===== src/rtl/rcd_pkg.sv =====
// Package for the RC receiver PPM/PWM pulse decoder.
// Holds sizes, opcode and register index codes and the transaction payload types.
// Used by the channel interfaces and the decoder top level; depends on nothing.
`default_nettype none

package rcd_pkg;

    // Sizes of the channel store and the port table.
    localparam int NUM_CHANNELS    = 8;
    localparam int NUM_INPUT_PORTS = 8;

    // Field widths fixed by the item format.
    localparam int TS_W   = 16;
    localparam int PORT_W = 3;
    localparam int CH_W   = 3;

    // Index width into the channel store and width of the PPM channel counter,
    // which has to hold NUM_CHANNELS itself.
    localparam int CH_IDX_W   = (NUM_CHANNELS > 1) ? $clog2(NUM_CHANNELS) : 1;
    localparam int PORT_IDX_W = (NUM_INPUT_PORTS > 1) ? $clog2(NUM_INPUT_PORTS) : 1;
    localparam int CNT_W      = $clog2(NUM_CHANNELS + 1);

    localparam logic [CNT_W-1:0] CNT_MAX = CNT_W'(NUM_CHANNELS);

    // Opcodes of an input transaction.
    localparam logic OP_CAPTURE = 1'b0;
    localparam logic OP_READ    = 1'b1;

    // Configuration register indexes.
    localparam int CFG_IDX_W = 2;
    localparam int CFG_DATA_W = 16;
    localparam logic [CFG_IDX_W-1:0] REG_PPM_MODE  = 2'd0;
    localparam logic [CFG_IDX_W-1:0] REG_PULSE_MIN = 2'd1;
    localparam logic [CFG_IDX_W-1:0] REG_PULSE_MAX = 2'd2;
    localparam logic [CFG_IDX_W-1:0] REG_SYNC_GAP  = 2'd3;

    // Configuration values after reset.
    localparam logic            RST_PPM_MODE  = 1'b1;
    localparam logic [TS_W-1:0] RST_PULSE_MIN = 16'd750;
    localparam logic [TS_W-1:0] RST_PULSE_MAX = 16'd2250;
    localparam logic [TS_W-1:0] RST_SYNC_GAP  = 16'd2700;

    // Input transaction: a capture event or a read of the store.
    typedef struct packed {
        logic              opcode;
        logic [PORT_W-1:0] port;
        logic [TS_W-1:0]   timestamp;
        logic [CH_W-1:0]   read_channel;
    } req_t;

    // Result transaction.
    typedef struct packed {
        logic [TS_W-1:0] read_value;
        logic            arm_falling;
        logic            stored;
        logic [CH_W-1:0] stored_index;
        logic            frame_sync;
    } rsp_t;

endpackage

`default_nettype wire


===== src/rtl/rcd_req_if.sv =====
// Valid/ready channel that carries input transactions into the decoder.
// Depends on rcd_pkg for the payload type.
`default_nettype none

interface rcd_req_if;
    logic          valid;
    logic          ready;
    rcd_pkg::req_t payload;

    modport source (output valid, output payload, input ready);
    modport sink   (input valid, input payload, output ready);
endinterface

`default_nettype wire


===== src/rtl/rcd_rsp_if.sv =====
// Valid/ready channel that carries result transactions out of the decoder.
// Depends on rcd_pkg for the payload type.
`default_nettype none

interface rcd_rsp_if;
    logic          valid;
    logic          ready;
    rcd_pkg::rsp_t payload;

    modport source (output valid, output payload, input ready);
    modport sink   (input valid, input payload, output ready);
endinterface

`default_nettype wire


===== src/rtl/rc_ppm_pwm_input_decoder_top.sv =====
// Top level of the RC receiver PPM/PWM pulse decoder.
// Depends on rcd_pkg, rcd_req_if and rcd_rsp_if.
`default_nettype none

// The decoder takes one transaction per clock cycle while the result side does not
// stall and returns exactly one result for each, via the input register and then the
// result register. A transaction lands in the input register; the working stage does
// a single subtract of the timestamp against the stored previous time (PPM) or the
// port's rise time (PWM), followed by the window and sync compares, updates the decoder
// state and loads the result register. Because state is read and written in that same
// stage, back-to-back captures see each other's effects without any stall. Backpressure
// on the result channel stalls both registers; the channel store is cleared at reset
// and a read transaction returns the width last written to the requested channel.
module rc_ppm_pwm_input_decoder_top (
    input  wire logic                           clk,
    input  wire logic                           rst_n,
    rcd_req_if.sink                             req,
    rcd_rsp_if.source                           rsp,
    input  wire logic                           cfg_we,
    input  wire logic [rcd_pkg::CFG_IDX_W-1:0]  cfg_index,
    input  wire logic [rcd_pkg::CFG_DATA_W-1:0] cfg_data
);

    // Configuration registers.
    logic                      ppm_mode_reg;
    logic [rcd_pkg::TS_W-1:0]  pulse_min_reg;
    logic [rcd_pkg::TS_W-1:0]  pulse_max_reg;
    logic [rcd_pkg::TS_W-1:0]  sync_gap_reg;

    // Decoder state.
    logic [rcd_pkg::TS_W-1:0]  width_reg [rcd_pkg::NUM_CHANNELS];
    logic [rcd_pkg::TS_W-1:0]  prev_time_reg;
    logic [rcd_pkg::CNT_W-1:0] ppm_cnt_reg;
    logic [rcd_pkg::CNT_W-1:0] ppm_cnt_next;
    logic [rcd_pkg::NUM_INPUT_PORTS-1:0] phase_reg;
    logic [rcd_pkg::NUM_INPUT_PORTS-1:0] phase_next;
    logic [rcd_pkg::TS_W-1:0]  rise_reg [rcd_pkg::NUM_INPUT_PORTS];

    // Pipeline registers.
    logic           in_valid_reg;
    rcd_pkg::req_t  in_reg;
    logic           out_valid_reg;
    rcd_pkg::rsp_t  out_reg;
    rcd_pkg::rsp_t  out_next;

    logic advance;

    // Decode signals of the working stage.
    logic                        is_capture;
    logic                        ppm_cap;
    logic                        pwm_cap;
    logic                        port_ok;
    logic                        port_has_ch;
    logic [rcd_pkg::PORT_IDX_W-1:0] port_idx;
    logic [rcd_pkg::CH_IDX_W-1:0]   port_ch;
    logic [rcd_pkg::CH_IDX_W-1:0]   cnt_ch;
    logic                        cnt_open;
    logic [rcd_pkg::TS_W-1:0]    delta;
    logic                        in_window;
    logic                        is_sync;
    logic                        rise_wr;
    logic                        wr_en;
    logic [rcd_pkg::CH_IDX_W-1:0] wr_idx;

    // Handshake: the input register moves on when the result register is free or
    // is being drained in this cycle.
    assign advance   = in_valid_reg && (!out_valid_reg || rsp.ready);
    assign req.ready = !in_valid_reg || advance;
    assign rsp.valid = out_valid_reg;
    assign rsp.payload = out_reg;

    // Configuration writes.
    always_ff @(posedge clk or negedge rst_n)
    begin
        if (!rst_n)
        begin
            ppm_mode_reg  <= rcd_pkg::RST_PPM_MODE;
            pulse_min_reg <= rcd_pkg::RST_PULSE_MIN;
            pulse_max_reg <= rcd_pkg::RST_PULSE_MAX;
            sync_gap_reg  <= rcd_pkg::RST_SYNC_GAP;
        end
        else if (cfg_we)
        begin
            case (cfg_index)
                rcd_pkg::REG_PPM_MODE:  ppm_mode_reg  <= cfg_data[0];
                rcd_pkg::REG_PULSE_MIN: pulse_min_reg <= cfg_data;
                rcd_pkg::REG_PULSE_MAX: pulse_max_reg <= cfg_data;
                rcd_pkg::REG_SYNC_GAP:  sync_gap_reg  <= cfg_data;
                default: ;
            endcase
        end
    end

    // Input register control.
    always_ff @(posedge clk or negedge rst_n)
    begin
        if (!rst_n)
        begin
            in_valid_reg <= 1'b0;
        end
        else if (req.ready)
        begin
            in_valid_reg <= req.valid;
        end
    end

    // Input register payload.
    always_ff @(posedge clk)
    begin
        if (req.valid && req.ready)
        begin
            in_reg <= req.payload;
        end
    end

    // Working stage: a single subtract and the compares that follow it.
    always_comb
    begin
        is_capture  = (in_reg.opcode == rcd_pkg::OP_CAPTURE);
        ppm_cap     = is_capture && ppm_mode_reg;
        port_ok     = ({1'b0, in_reg.port} < (rcd_pkg::PORT_W + 1)'(rcd_pkg::NUM_INPUT_PORTS));
        port_has_ch = ({1'b0, in_reg.port} < (rcd_pkg::PORT_W + 1)'(rcd_pkg::NUM_CHANNELS));
        pwm_cap     = is_capture && !ppm_mode_reg && port_ok;
        port_idx    = in_reg.port[rcd_pkg::PORT_IDX_W-1:0];
        port_ch     = in_reg.port[rcd_pkg::CH_IDX_W-1:0];
        cnt_ch      = ppm_cnt_reg[rcd_pkg::CH_IDX_W-1:0];
        cnt_open    = (ppm_cnt_reg < rcd_pkg::CNT_MAX);

        // PPM measures against the previous capture, PWM against the port's rise.
        if (ppm_mode_reg)
        begin
            delta = in_reg.timestamp - prev_time_reg;
        end
        else
        begin
            delta = in_reg.timestamp - rise_reg[port_idx];
        end
        in_window = (delta > pulse_min_reg) && (delta < pulse_max_reg);
        is_sync   = ppm_cap && (delta > sync_gap_reg);

        ppm_cnt_next = ppm_cnt_reg;
        phase_next   = phase_reg;
        rise_wr      = 1'b0;
        wr_en        = 1'b0;
        wr_idx       = port_ch;
        out_next     = '0;

        if (!is_capture)
        begin
            // Read of the store.
            if ({1'b0, in_reg.read_channel} < (rcd_pkg::CH_W + 1)'(rcd_pkg::NUM_CHANNELS))
            begin
                out_next.read_value = width_reg[in_reg.read_channel[rcd_pkg::CH_IDX_W-1:0]];
            end
        end
        else if (ppm_cap)
        begin
            if (is_sync)
            begin
                ppm_cnt_next        = '0;
                out_next.frame_sync = 1'b1;
            end
            else if (cnt_open)
            begin
                ppm_cnt_next = ppm_cnt_reg + 1'b1;
                if (in_window)
                begin
                    wr_en                 = 1'b1;
                    wr_idx                = cnt_ch;
                    out_next.stored       = 1'b1;
                    out_next.stored_index = rcd_pkg::CH_W'(ppm_cnt_reg);
                end
            end
        end
        else if (pwm_cap)
        begin
            if (!phase_reg[port_idx])
            begin
                // Rising edge: remember the time and arm for the falling edge.
                rise_wr              = 1'b1;
                phase_next[port_idx] = 1'b1;
                out_next.arm_falling = 1'b1;
            end
            else
            begin
                // Falling edge: the width is kept if it is inside the window.
                phase_next[port_idx] = 1'b0;
                if (in_window && port_has_ch)
                begin
                    wr_en                 = 1'b1;
                    out_next.stored       = 1'b1;
                    out_next.stored_index = in_reg.port;
                end
            end
        end
    end

    // Control state of the decoder and the channel store.
    always_ff @(posedge clk or negedge rst_n)
    begin
        if (!rst_n)
        begin
            prev_time_reg <= '0;
            ppm_cnt_reg   <= '0;
            phase_reg     <= '0;
            for (int i = 0; i < rcd_pkg::NUM_CHANNELS; i++)
            begin
                width_reg[i] <= '0;
            end
        end
        else if (advance && is_capture)
        begin
            if (ppm_cap)
            begin
                prev_time_reg <= in_reg.timestamp;
            end
            ppm_cnt_reg <= ppm_cnt_next;
            phase_reg   <= phase_next;
            if (wr_en)
            begin
                width_reg[wr_idx] <= delta;
            end
        end
    end

    // Rise times need no reset: a falling phase is only entered after a write.
    always_ff @(posedge clk)
    begin
        if (advance && rise_wr)
        begin
            rise_reg[port_idx] <= in_reg.timestamp;
        end
    end

    // Result register control.
    always_ff @(posedge clk or negedge rst_n)
    begin
        if (!rst_n)
        begin
            out_valid_reg <= 1'b0;
        end
        else if (advance)
        begin
            out_valid_reg <= 1'b1;
        end
        else if (rsp.ready)
        begin
            out_valid_reg <= 1'b0;
        end
    end

    // Result register payload.
    always_ff @(posedge clk)
    begin
        if (advance)
        begin
            out_reg <= out_next;
        end
    end

    // The PPM channel counter saturates at the channel count.
    assert property (@(posedge clk) disable iff (!rst_n)
        ppm_cnt_reg <= rcd_pkg::CNT_MAX)
        else $error("PPM channel counter past the channel count");

    // A frame sync result leaves the counter restarted.
    assert property (@(posedge clk) disable iff (!rst_n)
        advance && out_next.frame_sync |=> ppm_cnt_reg == '0)
        else $error("frame sync did not restart the channel counter");

    // A result never reports both a stored width and a sync or an armed edge.
    assert property (@(posedge clk) disable iff (!rst_n)
        out_valid_reg && out_reg.stored |-> !out_reg.frame_sync && !out_reg.arm_falling)
        else $error("stored result also flags sync or armed edge");

    // A stored width lands in the store at the reported channel.
    assert property (@(posedge clk) disable iff (!rst_n)
        advance && out_next.stored
        |=> width_reg[$past(wr_idx)] == $past(delta))
        else $error("stored width missing from the channel store");

    // A stalled input transaction stays in the input register.
    assert property (@(posedge clk) disable iff (!rst_n)
        in_valid_reg && !advance |=> in_valid_reg && $stable(in_reg))
        else $error("input transaction lost while stalled");

endmodule

`default_nettype wire

===== src/flat_wrapper.sv =====
// flat-port wrapper written by rule: the top's interface ports become plain ports
module rc_ppm_pwm_input_decoder_top_flat 
  (clk, rst_n, cfg_we, cfg_index, cfg_data, req_valid, req_payload, req_ready, rsp_valid, rsp_payload, rsp_ready);
  rcd_req_if req_i ();
  rcd_rsp_if rsp_i ();
  input  wire logic clk;
  input  wire logic rst_n;
  input  wire logic cfg_we;
  input  wire logic [rcd_pkg::CFG_IDX_W-1:0] cfg_index;
  input  wire logic [rcd_pkg::CFG_DATA_W-1:0] cfg_data;
  input wire logic [$bits(req_i.valid)-1:0] req_valid;
  input wire logic [$bits(req_i.payload)-1:0] req_payload;
  output wire logic [$bits(req_i.ready)-1:0] req_ready;
  output wire logic [$bits(rsp_i.valid)-1:0] rsp_valid;
  output wire logic [$bits(rsp_i.payload)-1:0] rsp_payload;
  input wire logic [$bits(rsp_i.ready)-1:0] rsp_ready;
  assign req_i.valid = req_valid;
  assign req_i.payload = req_payload;
  assign req_ready = req_i.ready;
  assign rsp_valid = rsp_i.valid;
  assign rsp_payload = rsp_i.payload;
  assign rsp_i.ready = rsp_ready;
  rc_ppm_pwm_input_decoder_top u_core (.clk(clk), .rst_n(rst_n), .req(req_i), .rsp(rsp_i), .cfg_we(cfg_we), .cfg_index(cfg_index), .cfg_data(cfg_data));
endmodule

===== config.mk =====
export PLATFORM = sky130hd
export DESIGN_NAME = rc_ppm_pwm_input_decoder_top_flat
export DESIGN_NICKNAME = d
export VERILOG_FILES = /design/src/rtl/rcd_pkg.sv /design/src/rtl/rcd_req_if.sv /design/src/rtl/rcd_rsp_if.sv /design/src/rtl/rc_ppm_pwm_input_decoder_top.sv /design/src/flat_wrapper.sv
export SDC_FILE = /design/constraint.sdc
export NUM_CORES = 1
export LEC_CHECK = 0
export BUFFER_PORTS_ARGS = -buffer_cell sky130_fd_sc_hd__buf_2
export CORE_UTILIZATION = 60
export CTS_CLUSTER_DIAMETER = 150
export CTS_CLUSTER_SIZE = 20
export DETAILED_ROUTE_END_ITERATION = 10
export GPL_TIMING_DRIVEN = 0
export PLACE_DENSITY = 0.78
export SYNTH_ARGS = -nofsm -noshare
export SYNTH_HDL_FRONTEND = slang
export SYNTH_SLANG_ARGS = --single-unit

===== constraint.sdc =====
create_clock -name clk -period 15.6 [get_ports clk]
set_input_delay 1.56 -clock clk [delete_from_list [all_inputs] [get_ports clk]]
set_output_delay 1.56 -clock clk [all_outputs]
set_load 0.02 [all_outputs]

; Word-level counts from Yosys, hierarchy flattened
; Memory sizes are Yosys's and may differ from the RTL's. A register that Yosys moved wholly into a read port is not among the register bits.
; Index checks and enable logic that the tools add are counted.
[word_totals]
in_bits = 46
word_cells = 121
mem_count = 1
mem_bits_rw = 128
out_inout_bits = 24
reg_bits = 252
[memory_table]
columns = name, words, word_bits, read_ports, rd_clocked_by_memory_dff, write_ports, line_no
row1 = u_core.rise_reg, 8, 16, 1, 1, 1, rc_ppm_pwm_input_decoder_top.sv:37  ; logic [rcd_pkg::TS_W-1:0] rise_reg [rcd_pkg::NUM_INPUT_PORTS];
[op_classes]
n_mux = 43
bitwise_logic = 8
n_reduce_logical = 28
add_sub_neg = 3
eq_ne = 3
magnitude_cmp = 9
[op_table]
columns = cell, count
row1 = 128-bit bitwise mux, 1
row2 = 16-bit two-way mux, 4
row3 = 16-bit binary-select mux with 3-bit select, 1
row4 = 16-bit demux with 3-bit select, 1
row5 = 4-bit two-way mux, 9
row6 = 16-bit > comparator, 2
row7 = 16-bit subtractor, 2
row8 = 1-bit two-way mux, 18
row9 = 3-bit two-way mux, 6
row10 = 16-bit < comparator, 1
row11 = 2-bit AND reduction, 6
row12 = 1-bit logical AND, 10
row13 = 8-bit AND, 1
row14 = "4-bit >= comparator, second input constant", 2
row15 = 8-bit two-way mux, 1
row16 = 3-bit NOT with 4-bit output, 2
row17 = 8-bit NOT, 1
row18 = 8-bit OR, 1
row19 = 4-bit AND reduction, 2
row20 = "4-bit by 1-bit adder with 4-bit output, second input constant", 1
row21 = "2-bit equality test, second input constant", 2
row22 = "3-bit by 4-bit < comparator with 1-bit output, second input constant", 1
row23 = "4-bit by 1-bit < comparator with 1-bit output, second input constant", 1
row24 = "4-bit < comparator, second input constant", 1
row25 = other kinds (11), 17

; Logic depth before layout (Yosys ltp)
[logic_depth]
depth_word = 15
mapped_depth = 27
mapped_depth_nobuf = 22

; Worst setup path before layout
; OpenSTA, ideal clock, no wires.
[synth_path]
path_kind = register -> register
startpoint = reg with a tool-made name
endpoint = reg u_core.width_reg[54] (netlist name)
required_ns = 15.475
path_stages_with_launch = 27
path_buffers = 4
setup_slack_ns = 9.040
synth_period_minus_slack_ns = 6.560
setup_ns = 0.125
t_arrival_ns = 6.435
cell_sequence = dfxtp_1 -> clkbuf_1 -> buf_1 -> mux4_2 -> mux2i_1 -> o21ai_0 -> ha_1 -> inv_1 -> fa_1 -> a21oi_1 -> a2bb2oi_1 -> o211ai_1 -> o41ai_1 -> o2111ai_1 -> a21oi_1 -> xnor2_1 -> ha_1 -> and3_1 -> and3_1 -> a221oi_1 -> a31oi_1 -> and4b_1 -> buf_4 -> nand3b_1 -> a221oi_4 -> buf_4 -> mux2_2
[synth_lines]
columns = element, line_no
row1 = end signal: indexed assignment, rc_ppm_pwm_input_decoder_top.sv:221  ; width_reg[wr_idx] <= delta;
row2 = end: declaration, rc_ppm_pwm_input_decoder_top.sv:31  ; logic [rcd_pkg::TS_W-1:0] width_reg [rcd_pkg::NUM_CHANNELS];

==> out/qor.yml <==
status:
  status: "finished clean"
yosys:
  yosys.cell_count.top_type: "dfrtp_1"
  synthTopCellsByCount: "189 x dfrtp_1, 173 x edfxtp_1, 172 x mux2_2"
  yosysWarnings: 0
  synthDistinctLibCells: 69
  synthTopCellsByArea: "edfxtp_1 30%, dfrtp_1 27%, mux2_2 11%"
  yosysTopAreaCellShare_pct: 29.6
  syn_inst: 1152
  syn_area_um2: 17600
  syn_nets: 1262
  ys.flop_type: "dfrtp_1"
  ys_ff_latch: 383
  synth_edf_count: 173
  synth_top_area_cell: "edfxtp_1"
  yosysSeqAreaShare_pct: 59.6
  ys_async_sr_fraction_pct: 54.0
  avgSynthCellArea_um2: 15.2
clock_network:
  h-tree-depth: 1
  cts_tree: "yes"
  clock-sinks: 383
  cts_made_buffers: 23
  root_buffer: "clkbuf_16"
  postCtsHoldBufs: 0
  cts_buffer_depth: 3
  cts_resized: 0
  cts_setup_buffers: 0
  clkTransAtPathRegs_ns: 0.09
  clk_latency_ns: 0.56
global_route:
  grt_max_degree: 114
  gr-usage-all-layers_pct: 24.9
  grt_overflow: 0
  grt_pass1_vias: 10269
  antenna_found_initial: 0
  grt_pass1_wl_um: 57700
power:
  p_sw_uw: 869
  p_comb_share_pct: 30.2
  p_int_mw: 1.81
  irDropWorstVdd_uv: 96.8
  power.density_nw_per_um2: 139
  sequentialPowerShare_pct: 47.0
  p_sw_share_pct: 32.4
  p_leak_nw: 8.08
  p_clk_share_pct: 22.8
  finalPower_mw: 2.68
critical_path:
  critPathBufInv: 5
  critical_path_class: "reg2reg"
  crit_required_ns: 16.03
  endpoint_kind: "flop"
  max_stage_delay_ns: 0.72
  path_max_fanout: 11
  arrival_ns: 8.75
  critPathSlowestCell: "buf_1"
  r2r_cells: 26
  rrSetupSlack_ns: 7.29
  reg2reg_to: "u_core.width_reg[62]$_DFFE_PN0P_"
  critPathTopFamily: "compound AO/OA/AOI/OAI gates"
  startpoint_type: "flop"
min_path:
  hold_path.class: "reg2reg"
  whs_endpoint: "u_core.width_reg[57]$_DFFE_PN0P_"
  whs_path_depth: 1
  worstHoldStart: "u_core.width_reg[57]$_DFFE_PN0P_"
drt:
  vias: 9940
  drc_errors: 0
  drt_iter0_drc: 686
  wl_um: 36100
  routedWlPerCell_um: 21.8
  ant_nets: 0
  drt-vias-per-instance: 6.00
  drt_pass1_iterations: 5
placement:
  hpwlAfterDp_um: 25000
  place_congestion: 0.874
  placed_area_um2: 18600
  port_buffers: 69
timing:
  max_freq_mhz: 120
  fin_skew_ns: 0.0373
  rsz0062_at_grt: "false"
  tightestPinTransition_ns: 1.45
  timing.slew.headroom_pct: 2.54
  drv_slew: 0
  tns_ns: 0
  hold_viol: 0
  fin_crit_sh_pct: 53.3
  post-route-min-period_ns: 8.31
  finalSetupViolations: 0
die:
  die_h_um: 173
  die_area_um2: 29900
  start_util_pct: 61.2
  ios: 70
  die_x_um: 173
  core_area_um2: 28700
  num_rows: 62
finish:
  fillers: 2027
  nNetsFinal: 1366
  n_antenna_cell: 0
  final_area_um2: 19300
  area_growth_pct: 9.72
  drive_above_1_share_pct: 31.7
job:
  max_cap_viol_count: 0
logic make-up after synthesis:
family	count (synthesis)	synth area share, %
adders and majority gates	64	4.61
muxes	293	22.8
xor gates and xnor gates	12	0.599
buffers and inverters	115	2.78
and+or+nand+nor	163	4.56
AOI/OAI and AO/OA	122	5.06
DFF	383	59.6
worst register-to-register path: stages, from the launching register on:
cell and delay [ns]:
dfxtp_1 0.31, clkbuf_1 0.33, buf_1 0.72, mux4_2 0.38, mux2i_1 0.08, o21ai_0 0.25, ha_1 0.23, inv_1 0.07
fa_1 0.41, a21oi_1 0.25, a2bb2oi_1 0.28, o211ai_1 0.15, o41ai_1 0.54, o2111ai_1 0.24, a21oi_1 0.28, xnor2_2 0.37
ha_1 0.39, and3_1 0.22, and3_1 0.17, a221oi_1 0.41, a31oi_1 0.25, and4b_1 0.29, buf_4 0.16, nand3b_1 0.19
a221oi_4 0.56, buf_4 0.32, mux2_2 0.36
through the flow:
stage	worst slack [ns]	hold WS, ns	util [%]	std cells
after global routing	6.53	0.511	67.1	1657
after detailed placement	7.02	0.474	64.7	1614
after CTS	7.01	0.495	67.0	1656
after floorplan	9.04	0.446	-	1152
after global placement	7.19	0.463	64.0	1605
final	7.29	0.494	67.1	1657
power by group through the flow:
| stage | clock network, mW | registers, mW | logic (mW) |
|---|---|---|---|
| final | 0.611 | 1.26 | 0.809 |
| after global routing | 0.658 | 1.28 | 0.898 |
| after CTS | 0.623 | 1.26 | 0.801 |
| after detailed placement | 0 | 1.28 | 0.796 |
| after global placement | 0 | 1.27 | 0.762 |
| after floorplan | 0 | 1.27 | 0.555 |
final cells by class:
class	instances	area [um2]	area share [%]
buffer	47	233	1.21
sequential	383	10500	54.3
multi-input combinational	654	6640	34.5
clock buffer	40	639	3.32
timing repair buffer	79	523	2.72
tap	384	480	2.49
inverter	68	255	1.33
clock inverter	2	28.8	0.149
layer usage:
layer  track usage (%)  up-vias  routed length (um)
li1                  -     4530                   -
met1              35.0     5113               15700
met2              41.4      238               17800
met3              2.95       59                1500
met4              7.49        0                1050
met5                 0        -                   0
worst max-delay path by stage:
stage | startpoint | end | slack, ns | cells after the start
after floorplan | flop | u_core.width_reg[54]$_DFFE_PN0P_ | 9.04 | 26
after detailed placement | flop | u_core.width_reg[59]$_DFFE_PN0P_ | 7.02 | 26
after global routing | flop | u_core.width_reg[27]$_DFFE_PN0P_ | 6.53 | 25
final | flop | u_core.width_reg[62]$_DFFE_PN0P_ | 7.29 | 26
after CTS | flop | u_core.width_reg[62]$_DFFE_PN0P_ | 7.01 | 26
after global placement | flop | u_core.width_reg[56]$_DFFE_PN0P_ | 7.19 | 25
cell usage in the layout (no fill, tap or decap), types with 9 or more instances in the layout:
| cell | instances |
|---|---|
| dfrtp_1 | 189 |
| edfxtp_1 | 173 |
| mux2_2 | 172 |
| buf_2 | 71 |
| inv_1 | 66 |
| mux4_2 | 64 |
| ha_1 | 63 |
| nor2_1 | 50 |
| mux2i_1 | 40 |
| clkbuf_1 | 39 |
| a21oi_1 | 38 |
| nand2_1 | 37 |
| o21ai_0 | 28 |
| clkbuf_16 | 23 |
| dfstp_2 | 18 |
| buf_1 | 13 |
| nand4_1 | 13 |
| nand3_1 | 10 |
| mux2_4 | 9 |
(Power assumes the default switching activity.)
